## src/rtl/assert_macros.svh

```systemverilog
// assertion macros shared by the rtl
`ifndef ASSERT_MACROS_SVH
`define ASSERT_MACROS_SVH

// property must hold at every clock edge outside reset
`define SMD_ASSERT(lbl, clk, rst, prop, msg) \
   lbl: assert property (@(posedge clk) disable iff (rst) (prop)) else $error(msg);

// condition must never be seen outside reset
`define SMD_ASSERT_NEVER(lbl, clk, rst, cond, msg) \
   `SMD_ASSERT(lbl, clk, rst, !(cond), msg)

`endif

```

## src/rtl/smd_pkg.sv

```systemverilog
// types and constants of the sorted merge and duplicate removal unit
package smd_pkg;

   localparam int LIST_DEPTH_DEF  = 32;
   localparam int VALUE_WIDTH_DEF = 32;
   localparam int DATA_W          = 32;
   localparam int OP_W            = 2;

   localparam logic [OP_W-1:0] OP_LOAD_A = 2'd0;
   localparam logic [OP_W-1:0] OP_LOAD_B = 2'd1;
   localparam logic [OP_W-1:0] OP_START  = 2'd2;

   typedef enum logic [3:0] {
      S_IDLE  = 4'b0001,
      S_READ  = 4'b0010,
      S_CMP   = 4'b0100,
      S_FLUSH = 4'b1000
   } smd_state_type;

   typedef struct packed {
      logic wr_en;
      logic rd_en;
   } smd_mem_ctl_type;

endpackage

```

## src/rtl/smd_list_mem.sv

```systemverilog
// list store: one write port, one registered read port
module smd_list_mem #(
   parameter int LIST_DEPTH  = smd_pkg::LIST_DEPTH_DEF,
   parameter int VALUE_WIDTH = smd_pkg::VALUE_WIDTH_DEF,
   localparam int ADDR_W     = ($clog2(LIST_DEPTH) > 0) ? $clog2(LIST_DEPTH) : 1
) (
   input  logic                          clock,
   input  smd_pkg::smd_mem_ctl_type      ctl,
   input  logic [ADDR_W-1:0]             wr_addr,
   input  logic signed [VALUE_WIDTH-1:0] wr_data,
   input  logic [ADDR_W-1:0]             rd_addr,
   output logic signed [VALUE_WIDTH-1:0] rd_data
);

   logic signed [VALUE_WIDTH-1:0] mem [LIST_DEPTH];
   logic signed [VALUE_WIDTH-1:0] rd_data_ff;

   always_ff @(posedge clock) begin
      if (ctl.wr_en) begin
         mem[wr_addr] <= wr_data;
      end
   end

   always_ff @(posedge clock) begin
      if (ctl.rd_en) begin
         rd_data_ff <= mem[rd_addr];
      end
   end

   assign rd_data = rd_data_ff;

endmodule

```

## src/rtl/sorted_merge_dedup_unit.sv

```systemverilog
// top level of the sorted merge and duplicate removal unit
// Values are loaded into list A (tuser 0) or list B (tuser 1), one item per cycle, up to
// LIST_DEPTH entries each; further loads are dropped. A start item (tuser 2) merges both
// ascending lists, smallest first with list A winning ties, and returns each distinct value
// once; the final result carries tlast, and two empty lists give one zero result with tlast
// and tuser set. Each list sits in its own memory with one registered read port, so every
// element taken by the merge passes through a read state and then a compare state, and a
// compare that must emit a result waits while the output is stalled; no item is accepted
// until its last result has entered the output register. Both counts return to zero after
// each merge.
`include "assert_macros.svh"

module sorted_merge_dedup_unit #(
   parameter int LIST_DEPTH  = smd_pkg::LIST_DEPTH_DEF,
   parameter int VALUE_WIDTH = smd_pkg::VALUE_WIDTH_DEF
) (
   input  logic                       clock,
   input  logic                       reset,
   input  logic                       req_tvalid,
   output logic                       req_tready,
   input  logic [smd_pkg::DATA_W-1:0] req_tdata,  // value
   input  logic [smd_pkg::OP_W-1:0]   req_tuser,  // opcode
   output logic                       rsp_tvalid,
   input  logic                       rsp_tready,
   output logic [smd_pkg::DATA_W-1:0] rsp_tdata,  // out_value
   output logic                       rsp_tlast,  // is_last
   output logic [0:0]                 rsp_tuser   // empty_res
);

   localparam int ADDR_W = ($clog2(LIST_DEPTH) > 0) ? $clog2(LIST_DEPTH) : 1;
   localparam int CNT_W  = $clog2(LIST_DEPTH + 1);
   localparam logic [CNT_W-1:0] FULL = CNT_W'(LIST_DEPTH);

   smd_pkg::smd_state_type state_ff, state_in;
   logic [CNT_W-1:0] cnt_a_ff, cnt_a_in, cnt_b_ff, cnt_b_in;
   logic [CNT_W-1:0] ia_ff, ia_in, ib_ff, ib_in;
   logic pend_valid_ff, pend_valid_in, pend_empty_ff, pend_empty_in;
   logic signed [VALUE_WIDTH-1:0] pend_val_ff, pend_val_in;
   logic rsp_valid_ff, rsp_valid_in, rsp_last_ff, rsp_last_in, rsp_empty_ff, rsp_empty_in;
   logic [smd_pkg::DATA_W-1:0] rsp_data_ff, rsp_data_in;

   smd_pkg::smd_mem_ctl_type ctl_a, ctl_b;
   logic signed [VALUE_WIDTH-1:0] wr_val, rd_a, rd_b, taken;
   logic accept, out_free, a_avail, b_avail, take_b, distinct, need_out, advance;
   logic [CNT_W-1:0] ia_nx, ib_nx;

   assign req_tready = (state_ff == smd_pkg::S_IDLE);
   assign accept     = req_tvalid && req_tready;
   assign out_free   = !rsp_valid_ff || rsp_tready;
   assign wr_val     = VALUE_WIDTH'($signed(req_tdata));

   assign a_avail  = (ia_ff < cnt_a_ff);
   assign b_avail  = (ib_ff < cnt_b_ff);
   assign take_b   = !a_avail || (b_avail && (rd_a > rd_b));
   assign taken    = take_b ? rd_b : rd_a;
   assign distinct = !pend_valid_ff || (taken != pend_val_ff);
   assign need_out = pend_valid_ff && distinct;
   assign advance  = !need_out || out_free;
   assign ia_nx    = take_b ? ia_ff : ia_ff + CNT_W'(1);
   assign ib_nx    = take_b ? ib_ff + CNT_W'(1) : ib_ff;

   always_comb begin
      ctl_a.wr_en = accept && (req_tuser == smd_pkg::OP_LOAD_A) && (cnt_a_ff < FULL);
      ctl_b.wr_en = accept && (req_tuser == smd_pkg::OP_LOAD_B) && (cnt_b_ff < FULL);
      ctl_a.rd_en = (state_ff == smd_pkg::S_READ) && a_avail;
      ctl_b.rd_en = (state_ff == smd_pkg::S_READ) && b_avail;
   end

   smd_list_mem #(.LIST_DEPTH(LIST_DEPTH), .VALUE_WIDTH(VALUE_WIDTH)) u_list_a (
      .clock   (clock),
      .ctl     (ctl_a),
      .wr_addr (cnt_a_ff[ADDR_W-1:0]),
      .wr_data (wr_val),
      .rd_addr (ia_ff[ADDR_W-1:0]),
      .rd_data (rd_a)
   );

   smd_list_mem #(.LIST_DEPTH(LIST_DEPTH), .VALUE_WIDTH(VALUE_WIDTH)) u_list_b (
      .clock   (clock),
      .ctl     (ctl_b),
      .wr_addr (cnt_b_ff[ADDR_W-1:0]),
      .wr_data (wr_val),
      .rd_addr (ib_ff[ADDR_W-1:0]),
      .rd_data (rd_b)
   );

   always_comb begin
      state_in      = state_ff;
      cnt_a_in      = cnt_a_ff;
      cnt_b_in      = cnt_b_ff;
      ia_in         = ia_ff;
      ib_in         = ib_ff;
      pend_valid_in = pend_valid_ff;
      pend_empty_in = pend_empty_ff;
      pend_val_in   = pend_val_ff;
      rsp_valid_in  = rsp_valid_ff && !rsp_tready;
      rsp_last_in   = rsp_last_ff;
      rsp_empty_in  = rsp_empty_ff;
      rsp_data_in   = rsp_data_ff;
      unique case (state_ff)
         smd_pkg::S_IDLE: begin
            if (ctl_a.wr_en) begin
               cnt_a_in = cnt_a_ff + CNT_W'(1);
            end
            if (ctl_b.wr_en) begin
               cnt_b_in = cnt_b_ff + CNT_W'(1);
            end
            if (accept && (req_tuser == smd_pkg::OP_START)) begin
               ia_in = '0;
               ib_in = '0;
               if ((cnt_a_ff == '0) && (cnt_b_ff == '0)) begin
                  pend_valid_in = 1'b1;
                  pend_empty_in = 1'b1;
                  pend_val_in   = '0;
                  state_in      = smd_pkg::S_FLUSH;
               end else begin
                  pend_valid_in = 1'b0;
                  pend_empty_in = 1'b0;
                  state_in      = smd_pkg::S_READ;
               end
            end
         end
         smd_pkg::S_READ: begin
            state_in = smd_pkg::S_CMP;
         end
         smd_pkg::S_CMP: begin
            if (advance) begin
               ia_in = ia_nx;
               ib_in = ib_nx;
               if (distinct) begin
                  pend_valid_in = 1'b1;
                  pend_val_in   = taken;
               end
               if (need_out) begin
                  rsp_valid_in = 1'b1;
                  rsp_last_in  = 1'b0;
                  rsp_empty_in = 1'b0;
                  rsp_data_in  = smd_pkg::DATA_W'(pend_val_ff);
               end
               if ((ia_nx < cnt_a_ff) || (ib_nx < cnt_b_ff)) begin
                  state_in = smd_pkg::S_READ;
               end else begin
                  state_in = smd_pkg::S_FLUSH;
               end
            end
         end
         smd_pkg::S_FLUSH: begin
            if (out_free) begin
               rsp_valid_in  = 1'b1;
               rsp_last_in   = 1'b1;
               rsp_empty_in  = pend_empty_ff;
               rsp_data_in   = smd_pkg::DATA_W'(pend_val_ff);
               pend_valid_in = 1'b0;
               cnt_a_in      = '0;
               cnt_b_in      = '0;
               state_in      = smd_pkg::S_IDLE;
            end
         end
         default: begin
            state_in = smd_pkg::S_IDLE;
         end
      endcase
   end

   always_ff @(posedge clock) begin
      if (reset) begin
         state_ff      <= smd_pkg::S_IDLE;
         cnt_a_ff      <= '0;
         cnt_b_ff      <= '0;
         ia_ff         <= '0;
         ib_ff         <= '0;
         pend_valid_ff <= 1'b0;
         rsp_valid_ff  <= 1'b0;
      end else begin
         state_ff      <= state_in;
         cnt_a_ff      <= cnt_a_in;
         cnt_b_ff      <= cnt_b_in;
         ia_ff         <= ia_in;
         ib_ff         <= ib_in;
         pend_valid_ff <= pend_valid_in;
         rsp_valid_ff  <= rsp_valid_in;
      end
   end

   always_ff @(posedge clock) begin
      pend_empty_ff <= pend_empty_in;
      pend_val_ff   <= pend_val_in;
      rsp_last_ff   <= rsp_last_in;
      rsp_empty_ff  <= rsp_empty_in;
      rsp_data_ff   <= rsp_data_in;
   end

   assign rsp_tvalid   = rsp_valid_ff;
   assign rsp_tdata    = rsp_data_ff;
   assign rsp_tlast    = rsp_last_ff;
   assign rsp_tuser[0] = rsp_empty_ff;

   // empty result only ever closes a run
   `SMD_ASSERT(a_empty_is_last, clock, reset, (rsp_tvalid && rsp_tuser[0]) |-> rsp_tlast,
      "empty result without last")
   // fill counts stay within the store
   `SMD_ASSERT(a_count_bound, clock, reset, (cnt_a_ff <= FULL) && (cnt_b_ff <= FULL),
      "list count beyond depth")
   // a compare step always has a head to take
   `SMD_ASSERT_NEVER(a_cmp_no_head, clock, reset,
      (state_ff == smd_pkg::S_CMP) && !a_avail && !b_avail, "compare with both lists spent")
   // a finished merge leaves both lists empty
   `SMD_ASSERT(a_flush_clears, clock, reset,
      ((state_ff == smd_pkg::S_FLUSH) && out_free) |=> ((cnt_a_ff == '0) && (cnt_b_ff == '0)),
      "counts not cleared after merge")

endmodule
```

## config.mk

```make
export PLATFORM = sky130hd
export DESIGN_NAME = sorted_merge_dedup_unit
export DESIGN_NICKNAME = d
export VERILOG_FILES = /design/src/rtl/smd_pkg.sv /design/src/rtl/smd_list_mem.sv /design/src/rtl/sorted_merge_dedup_unit.sv
export VERILOG_INCLUDE_DIRS = /design/src /design/src/rtl
export SDC_FILE = /design/constraint.sdc
export NUM_CORES = 2
export LEC_CHECK = 0
export BUFFER_PORTS_ARGS = -buffer_cell sky130_fd_sc_hd__buf_2
export CORE_MARGIN = 3
export CORE_UTILIZATION = 57
export DETAILED_ROUTE_END_ITERATION = 10
export MAX_ROUTING_LAYER = met4
export PLACE_DENSITY_LB_ADDON = 0.15
export SYNTH_ARGS = -nofsm -noshare
export SYNTH_HDL_FRONTEND = slang
export SYNTH_HIERARCHICAL = 1
export SYNTH_SLANG_ARGS = --single-unit
```

## constraint.sdc

```tcl
create_clock -name clock -period 5.4 [get_ports clock]
set_clock_uncertainty 0.1 [all_clocks]
set_input_delay 1.08 -clock clock [delete_from_list [all_inputs] [get_ports clock]]
set_output_delay 1.08 -clock clock [all_outputs]
set_load 0.02 [all_outputs]
```

==> results.tsv <==
metric	value	unit
HP Class	register to register	
largest net degree at the start of global routing	132	
gr usage total	0.288	
Hold Path Depth	0	
gpl congestion	0.893	
Main synth FF type	edfxtp_1	
drt wl/cell	29.4	um
Root Driver	clkbuf_16	
Synth Area per Inst	17.0	um^2
TritonCTS sink count	2209	
CTS tree	done	
post-CTS setup buffers	0	
maximum fanout along the worst path	26	
drt via density	6.32	
Std-Cell Core Area	152000	um^2
HPWL after DPL	125000	um
status	finished clean	
Syn Std Cell Area	87700	um^2
share of cells above drive strength 1	0.118	
clock slew at reported path FFs	0.06	ns
Max H-tree Level	4	
final WL	223000	um
Psw	0.00707	W
startpoint types	register	
reg-to-reg slack, setup	0.59	ns
Layout area overhead	11.7	%
Clock power frac	0.424	
worst setup path class	register to register	
count leader, synth	edfxtp_1	
synth warn	6	
setup violators final	0	
Req. time, crit path	6.03	ns
row count	143	
total CTS buffers	214	
endpoint class of the critical path	register	
count of final hold-check violations	0	
largest cells by area after synthesis	edfxtp_1 75%, mux2i_1 12%, a22oi_1 1.6%	
Worst EP arrival	5.44	ns
Register-to-Register Path Depth	17	
Synth area leader	edfxtp_1	
Residual DRC	0	
most frequent cells after synthesis	2179 x edfxtp_1, 1029 x mux2i_1, 293 x nand2_1, 249 x a21oi_1, 207 x nand3_1	
setup_tns	0	ns
Synth Register Bits	2209	
post-synthesis sequential area ratio	0.753	
share of the synthesized area in the top cell type	0.746	
antenna viol nets, final	0	
Seq pwr share	0.549	
relative slew slack	0.254	
syn nets	5253	
switch share	0.204	
MaxCap Viol Count	0	
fin. max-slew vios	0	
RSZ-0062 raised after global routing	no	
Highest Clock Rate	208	MHz
initial core utilization	0.576	
Tcrit/Tclk final	0.892	
Die Y	398	um
post-CTS sizing	0	
Initial DRT Pass Iterations	6	
# hold bufs at CTS	0	
Min Hold Slack	0.350	ns
combinational share of power	0.027	
nets	5441	
initial antenna violation count	16	
fin crit period	4.81	ns
clk_lat worst skew	0.83	ns
pwr dens	353	nW/um^2
global-route wire length before repair	320000	um
Post-synth ARST share	0	
number of synthesized flops with an enable pin	2179	
Worst VDD drop	0.301	mV
Cell variety after synth	67	
die area	159000	um^2
I/O pin count	74	
IO buf count	73	
internal power	0.0275	W
Remaining Overflow, GRT	0	
Worst-Margin Slew	1.11	ns
Die Span X	398	um
Cells after Synth	5157	
CTS Buffer Depth	3	
Leakage	29.8	nW
vias in the first global route	45400	
Iter 0 DRT Violations	5594	
Via Count	47800	
layout make-up:
| class | count | area, um^2 |
|---|---|---|
| antenna | 10 | 25.0 |
| clock buffer | 253 | 5650 |
| clock inverter | 145 | 1260 |
| fill | 10700 | 54400 |
| inverter | 60 | 225 |
| multi-input combinational | 2620 | 20500 |
| sequential | 2209 | 66000 |
| tap | 2030 | 2540 |
| timing repair buffer | 240 | 1790 |
through the flow:
stage | cells | util | power [W] | cell area, um^2 | setup WS [ns]
final | 7567 | 0.643 | 0.0346 | 98000 | 0.585
after global routing | 7560 | 0.643 | 0.0355 | 98000 | 0.224
after CTS | 7557 | 0.643 | 0.0348 | 98000 | 0.589
after detailed placement | 7159 | 0.597 | 0.0203 | 91100 | 0.627
after global placement | 7159 | 0.597 | 0.0203 | 91100 | 0.704
after floorplan | 5157 | - | 0.0197 | 87700 | 0.661
power by group through the flow:
stage	clock, W	sequential, W	combinational (W)
global route	0.0156	0.0190	0.00100
global placement	0	0.0193	0.000919
floorplan	0	0.0193	0.000318
CTS	0.0149	0.0190	0.000935
finish	0.0147	0.0190	0.000938
detailed placement	0	0.0194	0.000933
routing by layer:
layer / vias up / track usage / part of all wire / routed length (um)
met1: 24700 / 0.435 / 0.44 / 97200
met2: 2187 / 0.415 / 0.45 / 100000
met4: 0 / 0.0581 / 0.017 / 3750
li1: 20700 / - / - / -
met5: - / - / 0 / 0
met3: 258 / 0.0548 / 0.096 / 21300
registers in the layout (all words and copies together) (netlist names), 4 cells and up:
signal / flops
cnt_a_ff: 6
cnt_b_ff: 6
ia_ff: 6
ib_ff: 6
pend_val_ff: 32
rsp_tdata: 32
state_ff: 4
u_list_a/mem: 1024
u_list_a/rd_data: 32
u_list_b/mem: 1024
u_list_b/rd_data: 32
cell usage in the layout (no fill, tap or decap), drive strengths merged, types with 8 or more instances in the layout:
| cell type | n |
|---|---|
| inv | 68 |
| clkbuf | 253 |
| a22o | 134 |
| xnor2 | 37 |
| a21o | 9 |
| nand2 | 293 |
| nand2b | 9 |
| bufinv | 20 |
| nor3 | 71 |
| nor2b | 10 |
| nand3 | 207 |
| nand3b | 14 |
| clkinv | 109 |
| a21oi | 251 |
| dfxtp | 30 |
| clkinvlp | 8 |
| xor2 | 19 |
| ha | 58 |
| nor4 | 9 |
| diode | 10 |
| mux2i | 1029 |
| buf | 240 |
| a22oi | 192 |
| nor2 | 105 |
| edfxtp | 2179 |
| nand4 | 19 |
| a31oi | 66 |
cell families after synthesis:
family,share of synthesized area
AO/OA/AOI/OAI,0.0552
flip-flops,0.753
buffers and inverters,0.0205
XOR/XNOR,0.00559
adder cells (fa/ha/maj),0.00827
multiplexers,0.118
AND/OR/NAND/NOR,0.0403
path summary, 6_finish.rpt:
check                          startpoint                       end
min reg2reg  pend_val_ff[3]$_SDFFCE_PN0P_    rsp_tdata[3]$_DFFE_PP_
max reg2reg      cnt_b_ff[2]$_SDFFE_PP0P_  state_ff[3]$_SDFFE_PP0P_
min          pend_val_ff[3]$_SDFFCE_PN0P_    rsp_tdata[3]$_DFFE_PP_
max              cnt_b_ff[2]$_SDFFE_PP0P_  state_ff[3]$_SDFFE_PP0P_
critical path, cell delays in order (launching register included):
cell and delay, ns:
dfxtp_1 0.53, inv_1 0.17, ha_1 0.34, a21o_1 0.18, a31oi_1 0.13, o21ai_0 0.32, a211oi_1 0.52, o32a_1 0.26
buf_4 0.34, nand2_1 0.16, nor2_1 0.16, xor2_1 0.10, ha_1 0.21, or3_1 0.38, a2111o_1 0.40, nand3b_1 0.12
o211ai_1 0.09, and3_1 0.19
Power figures use the tool's default switching activity.
